### config.mk
export PLATFORM = sky130hd
export DESIGN_NAME = byte_register_machine_execute_top
export DESIGN_NICKNAME = d
export VERILOG_FILES = /design/src/hw/rtl/brm_pkg.sv /design/src/hw/rtl/byte_register_machine_execute_top.sv /design/src/hw/rtl/brm_ctrl.sv /design/src/hw/rtl/brm_dp.sv
export SDC_FILE = /design/constraint.sdc
export NUM_CORES = 1
export LEC_CHECK = 0
export ABC_AREA = 1
export BUFFER_PORTS_ARGS = -buffer_cell sky130_fd_sc_hd__buf_2
export CAP_MARGIN = 15
export CELL_PAD_IN_SITES_DETAIL_PLACEMENT = 0
export CELL_PAD_IN_SITES_GLOBAL_PLACEMENT = 1
export CORE_MARGIN = 5
export CORE_UTILIZATION = 48
export CTS_CLUSTER_SIZE = 28
export DETAILED_ROUTE_END_ITERATION = 16
export PLACE_DENSITY = 0.84
export SLEW_MARGIN = 10
export SYNTH_ARGS = -nofsm -noshare
export SYNTH_HDL_FRONTEND = slang
export SYNTH_SLANG_ARGS = --single-unit
### constraint.sdc
create_clock -name clk -period 4.89 [get_ports clk]
set_input_delay 0.489 -clock clk [delete_from_list [all_inputs] [get_ports clk]]
set_output_delay 0.489 -clock clk [all_outputs]
set_load 0.02 [all_outputs]
### src/hw/rtl/brm_pkg.sv
// Shared types and codes for the byte register machine execute block
`default_nettype none
package brm_pkg;
    typedef enum logic [4:0] {
        OP_MOV = 5'd0, OP_PUSH = 5'd1, OP_POP = 5'd2, OP_JMP = 5'd3, OP_CMP = 5'd4,
        OP_JE = 5'd5, OP_JA = 5'd6, OP_JAE = 5'd7, OP_JB = 5'd8, OP_JBE = 5'd9,
        OP_ADD = 5'd10, OP_SUB = 5'd11, OP_MUL = 5'd12, OP_DIV = 5'd13, OP_MOD = 5'd14,
        OP_SHL = 5'd15, OP_SHR = 5'd16, OP_OR = 5'd17, OP_AND = 5'd18, OP_XOR = 5'd19,
        OP_IN = 5'd20, OP_OUT = 5'd21
    } op_t;

    localparam logic [2:0] ST_OK        = 3'd0;
    localparam logic [2:0] ST_HALT      = 3'd1;
    localparam logic [2:0] ST_OVERFLOW  = 3'd2;
    localparam logic [2:0] ST_UNDERFLOW = 3'd3;
    localparam logic [2:0] ST_DIVZERO   = 3'd4;
    localparam logic [2:0] ST_ILLEGAL   = 3'd5;
    localparam logic [2:0] ST_BADREG    = 3'd6;

    localparam logic [1:0] CF_EQUAL = 2'd0;
    localparam logic [1:0] CF_BELOW = 2'd1;
    localparam logic [1:0] CF_ABOVE = 2'd2;

    localparam int unsigned DIV_STEPS = 8;

    typedef enum logic [2:0] {
        S_IDLE, S_READ, S_EXEC, S_DIVIDE, S_WRITE, S_OUT
    } state_t;

    // controller to datapath
    typedef struct packed {
        logic load;      // capture the input word
        logic read;      // read operands
        logic exec;      // evaluate and register the result
        logic div_start; // start the divider
        logic div_step;  // one restoring step
        logic commit;    // write the machine state
        logic clear;     // program load
    } cmd_t;

    // datapath to controller
    typedef struct packed {
        logic needs_div;
        logic div_last;
    } sts_t;
endpackage
`default_nettype wire

### src/hw/rtl/byte_register_machine_execute_top.sv
// Top level of the byte register machine execute block
// One instruction word in, one result word out. The word passes through the read,
// execute and write states before the result is presented; div and mod also pass
// through the divide state, whose restoring divider retires one quotient bit a cycle;
// the next word is taken only once the result is taken.
// A write of program_length clears the machine state.
`default_nettype none
module byte_register_machine_execute_top #(
    parameter int unsigned REG_COUNT   = 16,
    parameter int unsigned STACK_DEPTH = 16
) (
    input  wire logic        clk,
    input  wire logic        rst_n,
    input  wire logic        in_valid,
    output logic             in_ready,
    input  wire logic [4:0]  command,
    input  wire logic        left_is_register,
    input  wire logic        right_is_register,
    input  wire logic [7:0]  left_operand,
    input  wire logic [7:0]  right_operand,
    input  wire logic [7:0]  input_byte,
    input  wire logic        input_available,
    output logic             out_valid,
    input  wire logic        out_ready,
    output logic [2:0]       status,
    output logic             output_valid,
    output logic [7:0]       output_value,
    output logic [7:0]       next_index,
    output logic             finished,
    input  wire logic        cfg_we,
    input  wire logic [8:0]  cfg_data
);
    brm_pkg::cmd_t cmd;
    brm_pkg::sts_t sts;

    brm_ctrl u_ctrl (
        .clk, .rst_n, .in_valid, .in_ready, .out_valid, .out_ready, .cfg_we,
        .sts, .cmd
    );

    brm_dp #(.REG_COUNT(REG_COUNT), .STACK_DEPTH(STACK_DEPTH)) u_dp (
        .clk, .rst_n, .cmd, .sts, .command, .left_is_register, .right_is_register,
        .left_operand, .right_operand, .input_byte, .input_available, .cfg_data,
        .status, .output_valid, .output_value, .next_index, .finished
    );
endmodule
`default_nettype wire

### src/hw/rtl/brm_ctrl.sv
// Controller state machine for the execute block
`default_nettype none
module brm_ctrl (
    input  wire logic          clk,
    input  wire logic          rst_n,
    input  wire logic          in_valid,
    output logic               in_ready,
    output logic               out_valid,
    input  wire logic          out_ready,
    input  wire logic          cfg_we,
    input  brm_pkg::sts_t      sts,
    output brm_pkg::cmd_t      cmd
);
    brm_pkg::state_t state_reg, state_next;

    // advance the state
    always_ff @(posedge clk or negedge rst_n)
    begin
        if (!rst_n)
            state_reg <= brm_pkg::S_IDLE;
        else
            state_reg <= state_next;
    end

    // next state
    always_comb
    begin
        state_next = state_reg;
        case (state_reg)
            brm_pkg::S_IDLE:   if (in_valid) state_next = brm_pkg::S_READ;
            brm_pkg::S_READ:   state_next = brm_pkg::S_EXEC;
            brm_pkg::S_EXEC:   state_next = sts.needs_div ? brm_pkg::S_DIVIDE
                                                          : brm_pkg::S_WRITE;
            brm_pkg::S_DIVIDE: if (sts.div_last) state_next = brm_pkg::S_WRITE;
            brm_pkg::S_WRITE:  state_next = brm_pkg::S_OUT;
            brm_pkg::S_OUT:    if (out_ready) state_next = brm_pkg::S_IDLE;
            default:           state_next = brm_pkg::S_IDLE;
        endcase
    end

    // outputs
    always_comb
    begin
        cmd = '0;
        in_ready = 1'b0;
        out_valid = 1'b0;
        cmd.clear = cfg_we;
        case (state_reg)
            brm_pkg::S_IDLE:
            begin
                in_ready = 1'b1;
                cmd.load = in_valid;
            end
            brm_pkg::S_READ:   cmd.read = 1'b1;
            brm_pkg::S_EXEC:
            begin
                cmd.exec = 1'b1;
                cmd.div_start = sts.needs_div;
            end
            brm_pkg::S_DIVIDE: cmd.div_step = 1'b1;
            brm_pkg::S_WRITE:  cmd.commit = 1'b1;
            brm_pkg::S_OUT:    out_valid = 1'b1;
            default:           cmd = '0;
        endcase
    end
endmodule
`default_nettype wire

### src/hw/rtl/brm_dp.sv
// Datapath: register file, stack, flag, index, ALU and divider
`default_nettype none
module brm_dp #(
    parameter int unsigned REG_COUNT   = 16,
    parameter int unsigned STACK_DEPTH = 16
) (
    input  wire logic        clk,
    input  wire logic        rst_n,
    input  brm_pkg::cmd_t    cmd,
    output brm_pkg::sts_t    sts,
    input  wire logic [4:0]  command,
    input  wire logic        left_is_register,
    input  wire logic        right_is_register,
    input  wire logic [7:0]  left_operand,
    input  wire logic [7:0]  right_operand,
    input  wire logic [7:0]  input_byte,
    input  wire logic        input_available,
    input  wire logic [8:0]  cfg_data,
    output logic [2:0]       status,
    output logic             output_valid,
    output logic [7:0]       output_value,
    output logic [7:0]       next_index,
    output logic             finished
);
    localparam int unsigned RW = (REG_COUNT > 1) ? $clog2(REG_COUNT) : 1;
    localparam int unsigned SW = (STACK_DEPTH > 1) ? $clog2(STACK_DEPTH) : 1;
    localparam int unsigned PW = $clog2(STACK_DEPTH + 1);
    localparam logic [8:0] REG_LIM = 9'(REG_COUNT);
    localparam logic [PW-1:0] SDEPTH = PW'(STACK_DEPTH);

    logic [7:0] rf_reg [REG_COUNT];
    logic [7:0] stk_reg [STACK_DEPTH];
    logic [PW-1:0] sp_reg;
    logic [1:0] cf_reg;
    logic [7:0] idx_reg;
    logic [8:0] plen_reg;

    // captured instruction word
    logic [4:0] op_reg;
    logic lreg_reg, rreg_reg, avail_reg;
    logic [7:0] lop_reg, rop_reg, ib_reg;
    logic [7:0] a_reg, b_reg, sv_reg, res_reg;
    logic [2:0] st_reg;
    logic wr_reg, wrsp_reg, ov_reg;
    logic [7:0] nidx_reg;
    logic [8:0] nxt9_reg;
    logic [7:0] q_reg;
    logic [7:0] rem_reg;
    logic [3:0] dcnt_reg;

    logic lok, rok;
    assign lok = {1'b0, lop_reg} < REG_LIM;
    assign rok = {1'b0, rop_reg} < REG_LIM;

    // hold the word and fetch operands
    always_ff @(posedge clk)
    begin
        if (cmd.load)
        begin
            op_reg <= command;  lreg_reg <= left_is_register;
            rreg_reg <= right_is_register;  lop_reg <= left_operand;
            rop_reg <= right_operand;  ib_reg <= input_byte;
            avail_reg <= input_available;
        end
        if (cmd.read)
        begin
            a_reg <= lok ? rf_reg[lop_reg[RW-1:0]] : 8'd0;
            b_reg <= rreg_reg ? (rok ? rf_reg[rop_reg[RW-1:0]] : 8'd0) : rop_reg;
            sv_reg <= (sp_reg != '0 && sp_reg <= SDEPTH)
                      ? stk_reg[SW'(sp_reg - PW'(1))] : 8'd0;
        end
    end

    // evaluate one instruction
    logic [2:0] st_c;
    logic [7:0] r_c, la_c, nidx_c;
    logic wr_c, ov_c, take_c, isdiv_c;
    logic [7:0] prod_c;
    always_comb
    begin
        st_c = brm_pkg::ST_OK;  r_c = 8'd0;  wr_c = 1'b0;  ov_c = 1'b0;
        take_c = 1'b0;  nidx_c = idx_reg + 8'd1;
        la_c = lreg_reg ? a_reg : lop_reg;
        prod_c = a_reg * b_reg;
        isdiv_c = 1'b0;
        case (op_reg)
            brm_pkg::OP_MOV:
                if ((rreg_reg && !rok) || !lok) st_c = brm_pkg::ST_BADREG;
                else begin wr_c = 1'b1; r_c = b_reg; end
            brm_pkg::OP_PUSH:
                if (lreg_reg && !lok) st_c = brm_pkg::ST_BADREG;
                else if (sp_reg >= SDEPTH) st_c = brm_pkg::ST_OVERFLOW;
            brm_pkg::OP_POP:
                if (!lok) st_c = brm_pkg::ST_BADREG;
                else if (sp_reg == '0 || sp_reg > SDEPTH) st_c = brm_pkg::ST_UNDERFLOW;
                else begin wr_c = 1'b1; r_c = sv_reg; end
            brm_pkg::OP_JMP: take_c = 1'b1;
            brm_pkg::OP_CMP:
                if ((lreg_reg && !lok) || (rreg_reg && !rok)) st_c = brm_pkg::ST_BADREG;
            brm_pkg::OP_JE:  take_c = cf_reg == brm_pkg::CF_EQUAL;
            brm_pkg::OP_JA:  take_c = cf_reg == brm_pkg::CF_ABOVE;
            brm_pkg::OP_JAE: take_c = cf_reg == brm_pkg::CF_ABOVE
                                   || cf_reg == brm_pkg::CF_EQUAL;
            brm_pkg::OP_JB:  take_c = cf_reg == brm_pkg::CF_BELOW;
            brm_pkg::OP_JBE: take_c = cf_reg == brm_pkg::CF_BELOW
                                   || cf_reg == brm_pkg::CF_EQUAL;
            brm_pkg::OP_ADD, brm_pkg::OP_SUB, brm_pkg::OP_MUL, brm_pkg::OP_DIV,
            brm_pkg::OP_MOD, brm_pkg::OP_SHL, brm_pkg::OP_SHR, brm_pkg::OP_OR,
            brm_pkg::OP_AND, brm_pkg::OP_XOR:
                if ((rreg_reg && !rok) || !lok) st_c = brm_pkg::ST_BADREG;
                else if ((op_reg == brm_pkg::OP_DIV || op_reg == brm_pkg::OP_MOD)
                         && b_reg == 8'd0) st_c = brm_pkg::ST_DIVZERO;
                else
                begin
                    wr_c = 1'b1;
                    case (op_reg)
                        brm_pkg::OP_ADD: r_c = a_reg + b_reg;
                        brm_pkg::OP_SUB: r_c = a_reg - b_reg;
                        brm_pkg::OP_MUL: r_c = prod_c;
                        brm_pkg::OP_SHL: r_c = (b_reg >= 8'd8) ? 8'd0 : a_reg << b_reg[2:0];
                        brm_pkg::OP_SHR: r_c = (b_reg >= 8'd8) ? 8'd0 : a_reg >> b_reg[2:0];
                        brm_pkg::OP_OR:  r_c = a_reg | b_reg;
                        brm_pkg::OP_AND: r_c = a_reg & b_reg;
                        brm_pkg::OP_XOR: r_c = a_reg ^ b_reg;
                        default:         isdiv_c = 1'b1;
                    endcase
                end
            brm_pkg::OP_IN:
                if (!lok) st_c = brm_pkg::ST_BADREG;
                else if (!avail_reg) st_c = brm_pkg::ST_HALT;
                else begin wr_c = 1'b1; r_c = ib_reg; end
            brm_pkg::OP_OUT:
                if (lreg_reg && !lok) st_c = brm_pkg::ST_BADREG;
                else begin ov_c = 1'b1; r_c = la_c; end
            default: st_c = brm_pkg::ST_ILLEGAL;
        endcase
        if (take_c) nidx_c = lop_reg;
    end

    assign sts.needs_div = isdiv_c;
    assign sts.div_last = dcnt_reg == 4'(brm_pkg::DIV_STEPS - 1);

    // register the outcome; iterate the restoring divider
    logic [8:0] trial;
    assign trial = {rem_reg, q_reg[7]} - {1'b0, b_reg};
    always_ff @(posedge clk)
    begin
        if (cmd.exec)
        begin
            st_reg <= st_c;  res_reg <= r_c;  wr_reg <= wr_c && st_c == brm_pkg::ST_OK;
            wrsp_reg <= st_c == brm_pkg::ST_OK;  ov_reg <= ov_c;
            nidx_reg <= (st_c == brm_pkg::ST_OK) ? nidx_c : idx_reg;
            nxt9_reg <= (st_c == brm_pkg::ST_OK)
                        ? (take_c ? {1'b0, lop_reg} : {1'b0, idx_reg} + 9'd1)
                        : {1'b0, idx_reg};
        end
        if (cmd.div_start)
        begin
            q_reg <= a_reg;  rem_reg <= 8'd0;  dcnt_reg <= 4'd0;
        end
        else if (cmd.div_step)
        begin
            dcnt_reg <= dcnt_reg + 4'd1;
            if (!trial[8]) begin rem_reg <= trial[7:0]; q_reg <= {q_reg[6:0], 1'b1}; end
            else begin rem_reg <= {rem_reg[6:0], q_reg[7]}; q_reg <= {q_reg[6:0], 1'b0}; end
            if (sts.div_last)
                res_reg <= (op_reg == brm_pkg::OP_DIV)
                           ? (trial[8] ? {q_reg[6:0], 1'b0} : {q_reg[6:0], 1'b1})
                           : (trial[8] ? {rem_reg[6:0], q_reg[7]} : trial[7:0]);
        end
    end

    // commit machine state
    always_ff @(posedge clk or negedge rst_n)
    begin
        if (!rst_n)
        begin
            for (int i = 0; i < REG_COUNT; i++) rf_reg[i] <= 8'd0;
            for (int i = 0; i < STACK_DEPTH; i++) stk_reg[i] <= 8'd0;
            sp_reg <= '0;  cf_reg <= brm_pkg::CF_EQUAL;  idx_reg <= 8'd0;  plen_reg <= 9'd0;
        end
        else if (cmd.clear)
        begin
            for (int i = 0; i < REG_COUNT; i++) rf_reg[i] <= 8'd0;
            for (int i = 0; i < STACK_DEPTH; i++) stk_reg[i] <= 8'd0;
            sp_reg <= '0;  cf_reg <= brm_pkg::CF_EQUAL;  idx_reg <= 8'd0;
            plen_reg <= cfg_data;
        end
        else if (cmd.commit)
        begin
            idx_reg <= nidx_reg;
            if (wr_reg) rf_reg[lop_reg[RW-1:0]] <= res_reg;
            if (wrsp_reg && op_reg == brm_pkg::OP_PUSH)
            begin
                stk_reg[sp_reg[SW-1:0]] <= la_c;
                sp_reg <= sp_reg + PW'(1);
            end
            if (wrsp_reg && op_reg == brm_pkg::OP_POP) sp_reg <= sp_reg - PW'(1);
            if (wrsp_reg && op_reg == brm_pkg::OP_CMP)
                cf_reg <= (la_c == b_reg) ? brm_pkg::CF_EQUAL
                        : (la_c < b_reg) ? brm_pkg::CF_BELOW : brm_pkg::CF_ABOVE;
        end
    end

    // result word
    assign status       = st_reg;
    assign output_valid = ov_reg;
    assign output_value = ov_reg ? res_reg : 8'd0;
    assign next_index   = nidx_reg;
    assign finished     = nxt9_reg == plen_reg;
endmodule
`default_nettype wire

Word-level counts from Yosys, hierarchy flattened
Cells that the tools add are included.
{"block": "classes", "addsub": 8, "mul": 1, "order_cmp": 13, "n_eq_ne": 34, "shifts": 2, "n_mux": 100, "bitwise": 8, "n_reduce_logical": 41}
{"cell": "$mux 128", "count": 6}
{"cell": "$mux 8", "count": 36}
{"cell": "$bwmux 128", "count": 2}
{"cell": "$bmux 8 s4", "count": 3}
{"cell": "$demux 8 s4", "count": 2}
{"cell": "$pmux 8 s8", "count": 1}
{"cell": "$eq 5x4->1 const B", "count": 8}
{"cell": "$pmux 8 s5", "count": 1}
{"cell": "$mux 3", "count": 12}
{"cell": "$eq 5x5->1 const B", "count": 6}
{"cell": "$ge 5x5->1 const B", "count": 5}
{"cell": "$pmux 3 s8", "count": 1}
{"cell": "$mux 1", "count": 21}
{"cell": "$eq 5x3->1 const B", "count": 4}
{"cell": "$mux 5", "count": 4}
{"cell": "$not 4->5", "count": 4}
{"cell": "$pmux 3 s6", "count": 1}
{"cell": "$lt 8x5->1 const B", "count": 2}
{"cell": "$mux 2", "count": 8}
{"cell": "$reduce_or 6->1", "count": 2}
{"cell": "$eq 5x2->1 const B", "count": 2}
{"cell": "$logic_and 1x1->1", "count": 10}
{"cell": "$logic_not 5->1", "count": 2}
{"cell": "$lt 5x1->1 const B", "count": 2}
{"cell": "44 further kinds", "count": 62}
{"block": "totals", "reg_bits": 390, "in_bits": 46, "out_inout_bits": 23, "wordCells": 265}

Logic depth before layout (Yosys ltp)
Gate-level depths: netlist of the first run.
{"block": "depth", "word_depth": 11, "ltp_mapped": 27, "depth_no_buf": 26}

By module
From an unflattened synthesis of the first run, not the netlist that was laid out.
{"block": "hier_totals", "hier_cells": 2675, "area_unflattened_um2": 21548.2}
{"mod": "brm_dp", "instances": 1, "cells_each": 2634, "area_each_um2": 21305.4, "seq_area_each_um2": 9779.4}
{"mod": "brm_ctrl", "instances": 1, "cells_each": 41, "area_each_um2": 242.7, "seq_area_each_um2": 75.1}

Worst setup path after synthesis of the first run
OpenSTA, ideal clock, no wires.
{"block": "synth_timing", "path_kind": "flip-flop to flip-flop", "startpoint": "reg u_dp.b_reg[2]", "endpoint": "reg u_dp.res_reg[7]", "setup_time_ns": 0.118, "arrival_ns": 3.984, "t_required_ns": 4.772, "slack_ns": 0.787, "path_stages_with_launch": 26, "path_buffers": 2, "period_less_slack_ns": 4.103, "path_cell_list": "edfxtp_1 > buf_2 > buf_1 > nand2_1 > fa_1 > fa_1 > inv_1 > fa_1 > inv_1 > fa_1 > inv_1 > ha_1 > inv_1 > nor2_1 > nor2_1 > nand3_1 > nand2_1 > inv_1 > nand3_1 > nand2_1 > nand2_1 > nand3_1 > nand2_1 > nand2_1 > nand2_1 > a21oi_1"}
{"block": "synth_via", "elab_chain_len": 10, "elab_cells_between_ends": 25, "classes_between": "3 x add/sub; 1 x mul; 1 x order compare; 2 x shift; 16 x mux; 2 x reduce/logical"}
{"element": "start, declared", "line_no": "brm_dp.sv:42", "text": "logic [7:0] a_reg, b_reg, sv_reg, res_reg;"}
{"element": "start signal, assigned", "line_no": "brm_dp.sv:68", "text": "b_reg <= rreg_reg ? (rok ? rf_reg[rop_reg[RW-1:0]] : 8'd0) : rop_reg;"}
{"element": "parallel branches: the longest is 9 deep, another holds $mul 8x8->8"}
{"element": "$mux 8 *", "line_no": "brm_dp.sv:157", "text": "if (cmd.div_start)"}
{"element": "end signal, assigned", "line_no": "brm_dp.sv:150", "text": "st_reg <= st_c; res_reg <= r_c; wr_reg <= wr_c && st_c == brm_pkg::ST_OK;"}
{"element": "end signal, assigned", "line_no": "brm_dp.sv:167", "text": "res_reg <= (op_reg == brm_pkg::OP_DIV)"}
{"element": "end, declared", "line_no": "brm_dp.sv:42"}
Mark *: on every way between the ends.
A chain may end at the register's enable or synchronous reset.

Worst setup path after layout of the first run
{"block": "layout_timing", "startpoint": "reg u_dp.a_reg[2]", "endpoint": "reg u_dp.res_reg[7]"}
{"block": "layout_via", "elab_chain_len": 10, "elab_cells_between_ends": 15, "classes_between": "2 x add/sub; 1 x mul; 2 x shift; 10 x mux"}
{"element": "start, declared", "line_no": "brm_dp.sv:42"}
{"element": "start signal, assigned", "line_no": "brm_dp.sv:67", "text": "a_reg <= lok ? rf_reg[lop_reg[RW-1:0]] : 8'd0;"}
{"element": "parallel branches: the longest is 2 deep, another holds $mul 8x8->8"}
{"element": "$pmux 8 s8 *", "line_no": "brm_dp.sv:116", "text": "case (op_reg)"}
{"element": "$mux 8 *", "line_no": "brm_dp.sv:111", "text": "else if ((op_reg == brm_pkg::OP_DIV || op_reg == brm_pkg::OP_MOD)"}
{"element": "$mux 8 *", "line_no": "brm_dp.sv:110", "text": "if ((rreg_reg && !rok) || !lok) st_c = brm_pkg::ST_BADREG;"}
{"element": "$pmux 8 s5 *", "line_no": "brm_dp.sv:86", "text": "case (op_reg)"}
{"element": "$mux 8 *", "line_no": "brm_dp.sv:148", "text": "if (cmd.exec)"}
{"element": "$mux 8", "line_no": "brm_dp.sv:166", "text": "if (sts.div_last)"}
{"element": "$mux 8", "line_no": "brm_dp.sv:161", "text": "else if (cmd.div_step)"}
{"element": "$mux 8 *", "line_no": "brm_dp.sv:157"}
Marks and branches as above.

==> results by stage, run 1 <==
Detailed routing:
- The mean routed wirelength per cell is 22.3 µm.
- The violation count after the first detailed-routing iteration is between 2,000 and 2,500.
- In this run the remaining antenna-violating nets after routing total 0.
- The final layout contains routed wiring with a total length of roughly 73 mm.
- The post-detailed-route via-to-cell ratio is 6.06.
- Summing over every cut layer, the via total after detailed routing is 19,847.
- The first TritonRoute pass finished after 6 iterations.
- The detailed-route DRC error count is 0.

Die:
- The area of the die is 0.0495 mm².
- The effective utilization at floorplan is 48.8%.
- The row count is 77.
- The placeable core region is roughly 0.044 mm².
- For this design the top-level I/O count stands at 69.
- The width of the chip is 223 µm.
- The die is 223 µm tall.

Clock network:
- The CTS sink count is between 300 and 400.
- After clock tree synthesis, the repair step resized 0 gates.
- Clock tree synthesis inserted a total of 44 buffers.
- After clock tree synthesis, the clock-pin slew on the worst setup and hold paths is 60 ps.
- In this run, post-CTS hold repair placed 0 buffers.
- After clock tree synthesis, the setup repair step added 0 buffers.
- The H-tree was split into 2 levels.
- The number of buffers on the longest clock path is 3.
- TritonCTS built the clock tree.
- The root buffer cell chosen for the clock tree is sky130_fd_sc_hd__clkbuf_16.
- The source-to-sink clock delay at the later pin of the worst-skew pair is 570 ps.

Global routing:
- The overflow left after global routing is 0.
- The met1 usage in global routing is 40.4%.
- For this run, global-route usage on met2 was measured as a little under half.
- The initial antenna violation count is 1.
- The met3 capacity usage during global routing is 4.47%.
- The pin count of the biggest net entering global routing is 113.
- Global routing used 28.9% of the available tracks.
- The first-pass GRT wire length is approximately 110 mm.
- The via count of the first global-routing pass is 18,938.
- met2 is the most crowded layer.

Worst setup path:
- The critical-path maximum fanout is 11.
- STA puts the critical path data required time at 5350 ps.
- The sort of element at the start of the critical path is a register.
- At the worst endpoint, the arrival time is slightly below 5000 ps.
- The type of the worst setup path is reg -> reg.
- The worst register-to-register path has a setup slack of 530 ps.
- STA classifies the critical path endpoint as a register.

STA:
- Across all hold checks on the routed design, the worst slack comes to -28.8 ps.
- Setup violations remaining at the end of the flow were counted as 0.
- The count of final hold-check violations came to 11.
- The slew at the pin closest to its max-slew limit is 1190 ps.
- The final critical path time including I/O delays and setup is about 4400 ps.
- The worst path setup slack after routing is roughly 530 ps.
- The highest clock rate is 0.229 GHz.
- After routing, the total negative slack on setup checks comes to 0 ps.
- In the finished design, the share of the clock period the worst path needs comes to between 80 and 90%.
- The number of max-slew violations in the final report is 0.
- The remaining max-slew budget at the tightest pin is between 20% and 30%.
- The final worst clock skew is roughly 14 ps.
- Setup repair after global routing left no endpoint under its margin.

Place:
- The final estimated routing congestion in global placement is ~0.95.
- Timing analysis after detailed placement gives a worst setup slack of 562 ps.
- In this run the tool buffered the top-level ports with 68 buffer cells.
- Summed over all nets, the half-perimeter wirelength after detailed placement is 51.2 mm.

Power and ir drop:
- For this design the static power due to leakage is 0.0104 µW.
- The analysis attributes to net switching a power of 4420 µW.
- Combinational cells account for 34.9% of the total power.
- The net switching fraction of the power is 40.0%.
- Dividing total power by cell area gives a power density of roughly 460 mW/mm².
- The worst-case IR drop observed on VDD is 0.287 mV.
- The fraction of power consumed by the clock network is roughly 30%.
- The cell internal power dissipation is ~6600 µW.
- The sequential share of power is between 30% and 40%.

Yosys:
- The number of enable flip-flop cells after synthesis is 79.
- The leading register cell type out of synthesis is sky130_fd_sc_hd__dfrtp_1.
- The number of synthesized register bits is 382.
- When the netlist entered floorplanning its net count stood at 2,777.
- The number of synthesis warnings is 0.
- The number of standard cells after synthesis is 2,654.
- The count of cell types in the netlist is 55.
- The mean instance size in the synthesized netlist is 8.17 µm².
- Counting flops with an async set or reset pin after synthesis yields a share of about three quarters.
- The cell area that synthesis handed to floorplanning was roughly 0.022 mm².
- The share of synthesized area occupied by flip-flops and latches is 45.5%.

Run status:
- The run finished, with violations left.
- The checks that failed: hold timing.

Final layout:
- In the final layout, the share of cells above drive strength 1 is 8.58%.
- Leaving out fill and tap cells, the most frequent cell in the layout is sky130_fd_sc_hd__nand2_1.
- The number of nets in the layout is 2,770.
- The repair_antennas step left the layout with diodes totalling 0.
- The layout overhead on the synthesized area is 9.79%.
- The library cells used most frequently in the layout, excluding fill and tap cells, are 406 x sky130_fd_sc_hd__nand2_1, 357 x sky130_fd_sc_hd__o21ai_0, 339 x sky130_fd_sc_hd__inv_1, 282 x sky130_fd_sc_hd__dfrtp_1, 239 x sky130_fd_sc_hd__nand3_1.
- The final-layout fill cell count is 4,182.

Flow run:
- The max-cap check violation count is 0.

Min path:
- The worst hold path belongs to the class in -> async.
worst paths after layout:
check,start,end,cells after the start
max in group asynchronous,rst_n,u_dp.sp_reg[0],2
max reg2reg,u_dp.a_reg[2],u_dp.res_reg[7],26
min,rst_n,u_dp.stk_reg[59],1
min in group clk,right_operand[6],u_dp.rop_reg[6],1
min reg2reg,u_dp.dcnt_reg[3],u_dp.dcnt_reg[3],2
max,u_dp.a_reg[2],u_dp.res_reg[7],26
per-layer routing:
metal | vias up | share of wire [%] | routed length, µm
met1 | 9677 | 42 | 31000
met2 | 844 | 46 | 33400
met5 | - | 0.018 | 13
li1 | 9162 | - | -
met3 | 162 | 7.1 | 5180
met4 | 2 | 4.8 | 3500
power by group through the flow:
stage	registers, µW	logic [µW]	clock network (µW)
6_report	3950	3850	3230
4_1_cts	3940	3810	3290
3_3_place_gp	3990	3800	0
3_5_place_dp	4000	3800	0
5_1_grt	3980	4300	3430
2_1_floorplan	3830	2700	0
cells in the mapped netlist (all sizes together) (2+ instances only):
cell type    n  area share, %
o22ai      198            5.7
a211oi       3           0.10
or2          6           0.17
inv        359            6.2
nand3      239            5.5
nand3b       3           0.10
o2111ai      2          0.081
clkbuf     102            1.8
nand2      415            7.3
a41oi        8           0.32
fa          14            1.3
o211ai      27           0.93
nand4       36            1.6
o21ai      376            8.7
o221ai      13           0.53
clkinv       8           0.14
xnor2        7           0.28
nor2        93            1.8
nor3        21           0.66
a221oi       9           0.36
buf         51            1.3
mux2i        5           0.23
xor2        25            1.0
nand2b       2          0.058
dfxtp       20            1.8
o31ai        3           0.10
a22oi       14           0.48
dfrtp      283             33
o21bai       2          0.069
a31oi        2          0.058
a21boi       3           0.10
a21oi      154            3.6
a21o         3           0.10
ha          63            3.6
edfxtp      79             11
worst max-delay path, cell delays in order, from the launching register on:
cell and delay (ps):
sky130_fd_sc_hd__edfxtp_1 680, sky130_fd_sc_hd__ha_1 240, sky130_fd_sc_hd__inv_1 60, sky130_fd_sc_hd__fa_1 390
sky130_fd_sc_hd__fa_1 520, sky130_fd_sc_hd__inv_1 40, sky130_fd_sc_hd__ha_1 270, sky130_fd_sc_hd__inv_1 50
sky130_fd_sc_hd__fa_1 520, sky130_fd_sc_hd__inv_1 40, sky130_fd_sc_hd__ha_1 320, sky130_fd_sc_hd__nand2_1 70
sky130_fd_sc_hd__inv_1 50, sky130_fd_sc_hd__nor2_1 150, sky130_fd_sc_hd__nor2_1 60, sky130_fd_sc_hd__nor2_1 100
sky130_fd_sc_hd__nand3_1 80, sky130_fd_sc_hd__nand2_1 80, sky130_fd_sc_hd__inv_1 40, sky130_fd_sc_hd__nand3_1 60
sky130_fd_sc_hd__nand2_1 50, sky130_fd_sc_hd__nand2_1 50, sky130_fd_sc_hd__nand3_1 60, sky130_fd_sc_hd__nand2_1 90
sky130_fd_sc_hd__nand2_1 50, sky130_fd_sc_hd__nand2_1 90, sky130_fd_sc_hd__a21oi_1 60
cell type report:
type                            count  area [µm²]  share of cell area (%)
Clock buffer                       65        1280                    5.38
Timing Repair Buffer              100         616                    2.59
Inverter                          367        1380                    5.79
Clock inverter                     16         129                   0.541
Multi-Input combinational cell   1752        9800                    41.2
Tap cell                          592         741                    3.11
Sequential cell                   382        9860                    41.4
cell families (layout without fill, tap and decap cells):
family	count (synthesis)	after routing	synth area share, %
adder cells (fa/ha/maj)	77	77	4.93
AO/OA/AOI/OAI	819	819	21.3
AND/OR/NAND/NOR	819	819	17.4
XOR/XNOR	32	32	1.29
flip-flops	382	382	45.5
multiplexers	5	5	0.231
buffers and inverters	520	548	9.44
per-stage QoR:
stage / instance area [µm²] / util (%) / std cells / total power (µW)
2_1_floorplan: 21700 / - / 2654 / 6520
3_5_place_dp: 22400 / 50.4 / 3193 / 7790
6_report: 23800 / 53.6 / 3274 / 11000
3_3_place_gp: 22400 / 50.4 / 3193 / 7780
5_1_grt: 23800 / 53.6 / 3274 / 11700
4_1_cts: 23800 / 53.6 / 3274 / 11000
(Power assumes the default switching activity.)
==> run 2, diff against run 1 <==
--- a/config.mk
+++ b/config.mk
@@ -5,13 +5,12 @@
 export SDC_FILE = /design/constraint.sdc
 export NUM_CORES = 1
 export LEC_CHECK = 0
-export ABC_AREA = 1
 export BUFFER_PORTS_ARGS = -buffer_cell sky130_fd_sc_hd__buf_2
 export CAP_MARGIN = 15
 export CELL_PAD_IN_SITES_DETAIL_PLACEMENT = 0
 export CELL_PAD_IN_SITES_GLOBAL_PLACEMENT = 1
 export CORE_MARGIN = 5
-export CORE_UTILIZATION = 48
+export CORE_UTILIZATION = 51
 export CTS_CLUSTER_SIZE = 28
 export DETAILED_ROUTE_END_ITERATION = 16
 export PLACE_DENSITY = 0.84
==> run 2 against run 1 <==
  * The run now ends clean
  * Global-route usage down 2.1 points
  * Non-clock buffer count up 27
  * Via count down 15%
  * Flip-flop and latch count unchanged
  * Count of clock-buffer cells in the layout down 1
  * Clock skew up 7.8 ps
  * Synthesized area up 3.0%
  * Sequential power about the same
  * Wire length down 13%
  * Synthesized cell count down 21%
==> results by stage, run 2 <==
Yosys:
- The cell with the most instances after synthesis is sky130_fd_sc_hd__nor2_1 (was sky130_fd_sc_hd__nand2_1).
- Ranking of synthesized cells by area: sky130_fd_sc_hd__dfrtp_1 32%, sky130_fd_sc_hd__mux4_2 11%, sky130_fd_sc_hd__edfxtp_1 11%, sky130_fd_sc_hd__mux2i_1 6.0%, sky130_fd_sc_hd__a211oi_1 5.1% (was sky130_fd_sc_hd__dfrtp_1 33%, sky130_fd_sc_hd__edfxtp_1 11%, sky130_fd_sc_hd__o21ai_0 8.2%, sky130_fd_sc_hd__nand2_1 7.0%, sky130_fd_sc_hd__inv_1 5.9%).
- The number of enable flip-flop cells after synthesis is 79 (unchanged).
- The count of cell types in the netlist is 87 (was 55).
- The number of standard cells after synthesis is 2,085 (was 2,654).
- Most instantiated cells after synthesis: 288 x sky130_fd_sc_hd__nor2_1, 283 x sky130_fd_sc_hd__dfrtp_1, 151 x sky130_fd_sc_hd__a211oi_1 (was 407 x sky130_fd_sc_hd__nand2_1, 357 x sky130_fd_sc_hd__o21ai_0, 341 x sky130_fd_sc_hd__inv_1).
- The most area-hungry cell type in the Yosys netlist is sky130_fd_sc_hd__dfrtp_1 (unchanged).
- The leading register cell type out of synthesis is sky130_fd_sc_hd__dfrtp_1 (unchanged).
- The number of synthesized register bits is 382 (unchanged).
- The net count after synthesis came to 2,208 (was 2,777).
- The netlist area before placement is 0.0223 mm² (was 0.0217 mm²).
- The mean instance size in the synthesized netlist was 10.7 µm² (was 8.17 µm²).
- The number of synthesis warnings is 0 (unchanged).
- The area share of the largest cell type after synthesis came to 31.7% (was 32.7%).
- The share of synthesized area occupied by flip-flops and latches is 44.1% (was 45.5%).
- The share of flip-flops with an asynchronous set or reset is 74.1% (unchanged).

Flow run:
- The max-cap check violation count was 0 (unchanged).

Global routing:
- The initial antenna violation count is 2 (was 1).
- The via count of the first global-routing pass came to 16,686 (was 18,938).
- The pin count of the biggest net entering global routing was 161 (was 113).
- The first-pass GRT wire length is 99.7 mm (was 114 mm).
- The overflow left after global routing was 0 (unchanged).
- The global-route total usage across every layer is 26.8% (was 28.9%).

Place:
- The quantity of I/O buffers inserted on ports is 68 (unchanged).
- The final estimated routing congestion in global placement is 0.977 (was 0.951).
- The placement-stage worst setup slack is 693 ps (was 562 ps).
- The post-detailed-placement half-perimeter wirelength came to 45.0 mm (was 51.2 mm).

Worst setup path:
- The critical path startpoint is u_dp.a_reg[3] (was u_dp.a_reg[2]).
- The worst-case reg-to-reg path depth is 15 (was 26).
- The dominant cell type by count on the critical path is sky130_fd_sc_hd__inv_1 (was sky130_fd_sc_hd__nand2_1).
- The capture point of the critical path is u_dp.res_reg[7] (unchanged).
- The signal on the critical path passes through ha_1 -> inv_1 -> fa_1 -> inv_1 -> ha_1 -> fa_1 -> inv_1 -> fa_1 -> inv_1 -> ha_1 -> a21oi_1 -> xnor2_1 -> xnor2_1 -> a221oi_1 -> a311oi_1.
- The critical-path maximum fanout is 10 (was 11).
- The worst path required time is 5310 ps (was 5350 ps).
- The type of the worst setup path is reg -> reg (unchanged).
- The peak per-stage delay on the critical path was 650 ps (was 680 ps).
- The startpoint of the most critical register-to-register path is u_dp.a_reg[3] (was u_dp.a_reg[2]).
- The sort of element at the start of the critical path is a register (unchanged).
- The setup slack on the worst flop-to-flop path is 650 ps (was 530 ps).
- The critical path capture point type is a register (unchanged).
- The capture instance of the worst register-to-register path was u_dp.res_reg[7] (unchanged).
- The arrival time reported for the critical path endpoint is 4660 ps (was 4830 ps).
- The cell type of the slowest stage on the worst timing path is sky130_fd_sc_hd__edfxtp_1 (unchanged).

Clock network:
- The number of hold buffers added after CTS is 1 (was 0).
- The source-to-sink clock delay at the later pin of the worst-skew pair is 560 ps (was 570 ps).
- The CTS tree is yes (unchanged).
- The post-CTS repair timing setup buffer count came to 0 (unchanged).
- The H-tree depth reported by CTS is 2 (unchanged).
- The CTS sink count is 382 (unchanged).
- The number of buffers created by CTS is 42 (was 44).
- The clock-pin slew of the registers on the worst-case setup and hold paths is 70 ps (was 60 ps).
- The post-cts resize count is 0 (unchanged).
- The number of buffers on the longest clock path is 3 (unchanged).
- The master cell of the clock root buffer is sky130_fd_sc_hd__clkbuf_16 (unchanged).

Final layout:
- The most common cell after layout, fill and taps aside is sky130_fd_sc_hd__nor2_1 (was sky130_fd_sc_hd__nand2_1).
- Most frequent cells in the layout: 287 x sky130_fd_sc_hd__nor2_1, 282 x sky130_fd_sc_hd__dfrtp_1, 151 x sky130_fd_sc_hd__a211oi_1, 134 x sky130_fd_sc_hd__nand2_1, 126 x sky130_fd_sc_hd__mux2i_1 (was 406 x sky130_fd_sc_hd__nand2_1, 357 x sky130_fd_sc_hd__o21ai_0, 339 x sky130_fd_sc_hd__inv_1, 282 x sky130_fd_sc_hd__dfrtp_1, 239 x sky130_fd_sc_hd__nand3_1).
- The fraction of final layout cells sized beyond drive strength 1 is 17.6% (was 8.58%).
- The number of nets in the layout is 2,209 (was 2,770).
- The layout overhead on the synthesized area is 9.83% (was 9.79%).
- The number of antenna diodes came to 0 (unchanged).

Die:
- The effective utilization at floorplan is 51.8% (was 48.8%).
- The placeable core region came to 0.0432 mm² (was 0.0444 mm²).
- The count of boundary I/O pins is 69 (unchanged).
- The area of the die is 0.0481 mm² (was 0.0495 mm²).
- The die height is 219 µm (was 223 µm).
- The row count is 76 (was 77).
- The width of the chip is 219 µm (was 223 µm).

Detailed routing:
- The number of vias in the routed layout is 16,870 (was 19,847).
- The mean routed wirelength per cell is 23.6 µm (was 22.3 µm).
- The count of TritonRoute iterations in the first routing pass was 5 (was 6).
- The post-detailed-route via-to-cell ratio is 6.24 (was 6.06).
- The number of antenna-violating nets in the routed design is 0 (unchanged).
- The overall routed net length is 63.9 mm (was 73.1 mm).
- The detailed-route DRC error count is 0 (unchanged).
- The violation count after the first detailed-routing iteration is 1,506 (was 2,191).

Power and ir drop:
- The net switching fraction of the power was 37.1% (was 40.0%).
- The ratio of total power to cell area is 437 mW/mm² (was 463 mW/mm²).
- The total leakage power came to 0.0101 µW (was 0.0104 µW).
- The total power consumption of the routed design came to 10,700 µW (was 11,000 µW).
- The switching power of the nets was 3980 µW (was 4420 µW).
- The fraction of power consumed by the clock network was 28.6% (was 29.3%).
- The cell internal power dissipation is 6750 µW (was 6610 µW).
- The worst IR drop on VDD was 0.240 mV (was 0.287 mV).
- The sequential share of power came to 36.9% (was 35.8%).
- The share of power burned in combinational logic is 34.5% (was 34.9%).

STA:
- The final setup TNS is 0 ps (unchanged).
- The count of final hold-check violations is 0 (was 11).
- The slew at the pin closest to its max-slew limit is 1100 ps (was 1190 ps).
- The count of endpoints failing setup in the final report is 0 (unchanged).
- The highest clock rate is 0.236 GHz (was 0.229 GHz).
- Unrepaired setup endpoints after global routing: no (unchanged).
- The number of max-slew violations in the final report came to 0 (unchanged).
- The worst path setup slack after routing is 648 ps (was 528 ps).
- The remaining max-slew budget at the tightest pin is 26.5% (was 20.4%).
- The share of the clock period used by the worst path after layout is 86.7% (was 89.2%).
- The final critical path time including I/O delays and setup is 4240 ps (was 4360 ps).
- The final worst clock skew was 21.6 ps (was 13.8 ps).

Run status:
- Outcome: complete, no violations (was finished with violations).

Min path:
- The type of the tightest min-delay check was in -> reg (was in -> async).
- The cell count of the worst hold path is 1.
==> run 2: stage by stage <==
stage / cells / instance area, µm² / util (%) / hold WS, ps
after CTS: 2702 / 24500 / 56.8 / 73.9
after detailed placement: 2626 / 23200 / 53.8 / 468
after floorplan: 2085 / 22300 / - / 193
after global routing: 2702 / 24500 / 56.8 / 89.4
after global placement: 2626 / 23200 / 53.8 / 464
final: 2702 / 24500 / 56.8 / 101
==> run 2: worst max-delay path: cells and delay by family, from the launching register on <==
kind,cells,cell delay (ps)
AOI/OAI and AO/OA,3,530
buffers and inverters,4,210
xor gates and xnor gates,2,270
DFF,1,650
adders and majority gates,6,2440
==> run 2: worst min path at each step <==
stage / startpoint / end / slack [ps]
finish: right_is_register / u_dp.rreg_reg / 100
global route: right_is_register / u_dp.rreg_reg / 90
CTS: right_is_register / u_dp.rreg_reg / 70
detailed placement: rst_n / u_dp.rf_reg[74] / 470
global placement: rst_n / u_dp.rf_reg[66] / 460
floorplan: rst_n / u_ctrl.state_reg[0] / 190
==> run 2: power groups by stage <==
stage	Sequential [µW]	Combinational [µW]	Clock (µW)
6_report	3950	3700	3070
5_1_grt	3980	4060	3250
4_1_cts	3940	3690	3120
3_5_place_dp	4000	3670	0
3_3_place_gp	3990	3630	0
2_1_floorplan	3780	2690	0
==> run 2: area by class of cell <==
type | count | area [µm²]
multi-input cells | 1450 | 11500
repair buffers | 127 | 833
flip-flops and latches | 382 | 9860
well taps | 585 | 732
clock buffers | 64 | 1220
fillers | 3747 | 18600
inverters | 83 | 317
clock inverters | 11 | 91.3
==> run 2: cells by family after synthesis <==
logic type | synth area share [%]
AOI/OAI and AO/OA | 12.7
xor gates and xnor gates | 2.11
adders and majority gates | 4.83
buffers and inverters | 4.76
DFF | 44.1
muxes | 17.7
and+or+nand+nor | 13.7
==> run 2: routing by layer <==
| metal | vias to the layer above | track usage (%) | share of wire [%] |
|---|---|---|---|
| met3 | 123 | 4.28 | 7.0 |
| met5 | - | 0 | 0.011 |
| li1 | 7604 | - | - |
| met2 | 650 | 42.4 | 48 |
| met1 | 8491 | 37.8 | 42 |
| met4 | 2 | 9.59 | 3.5 |
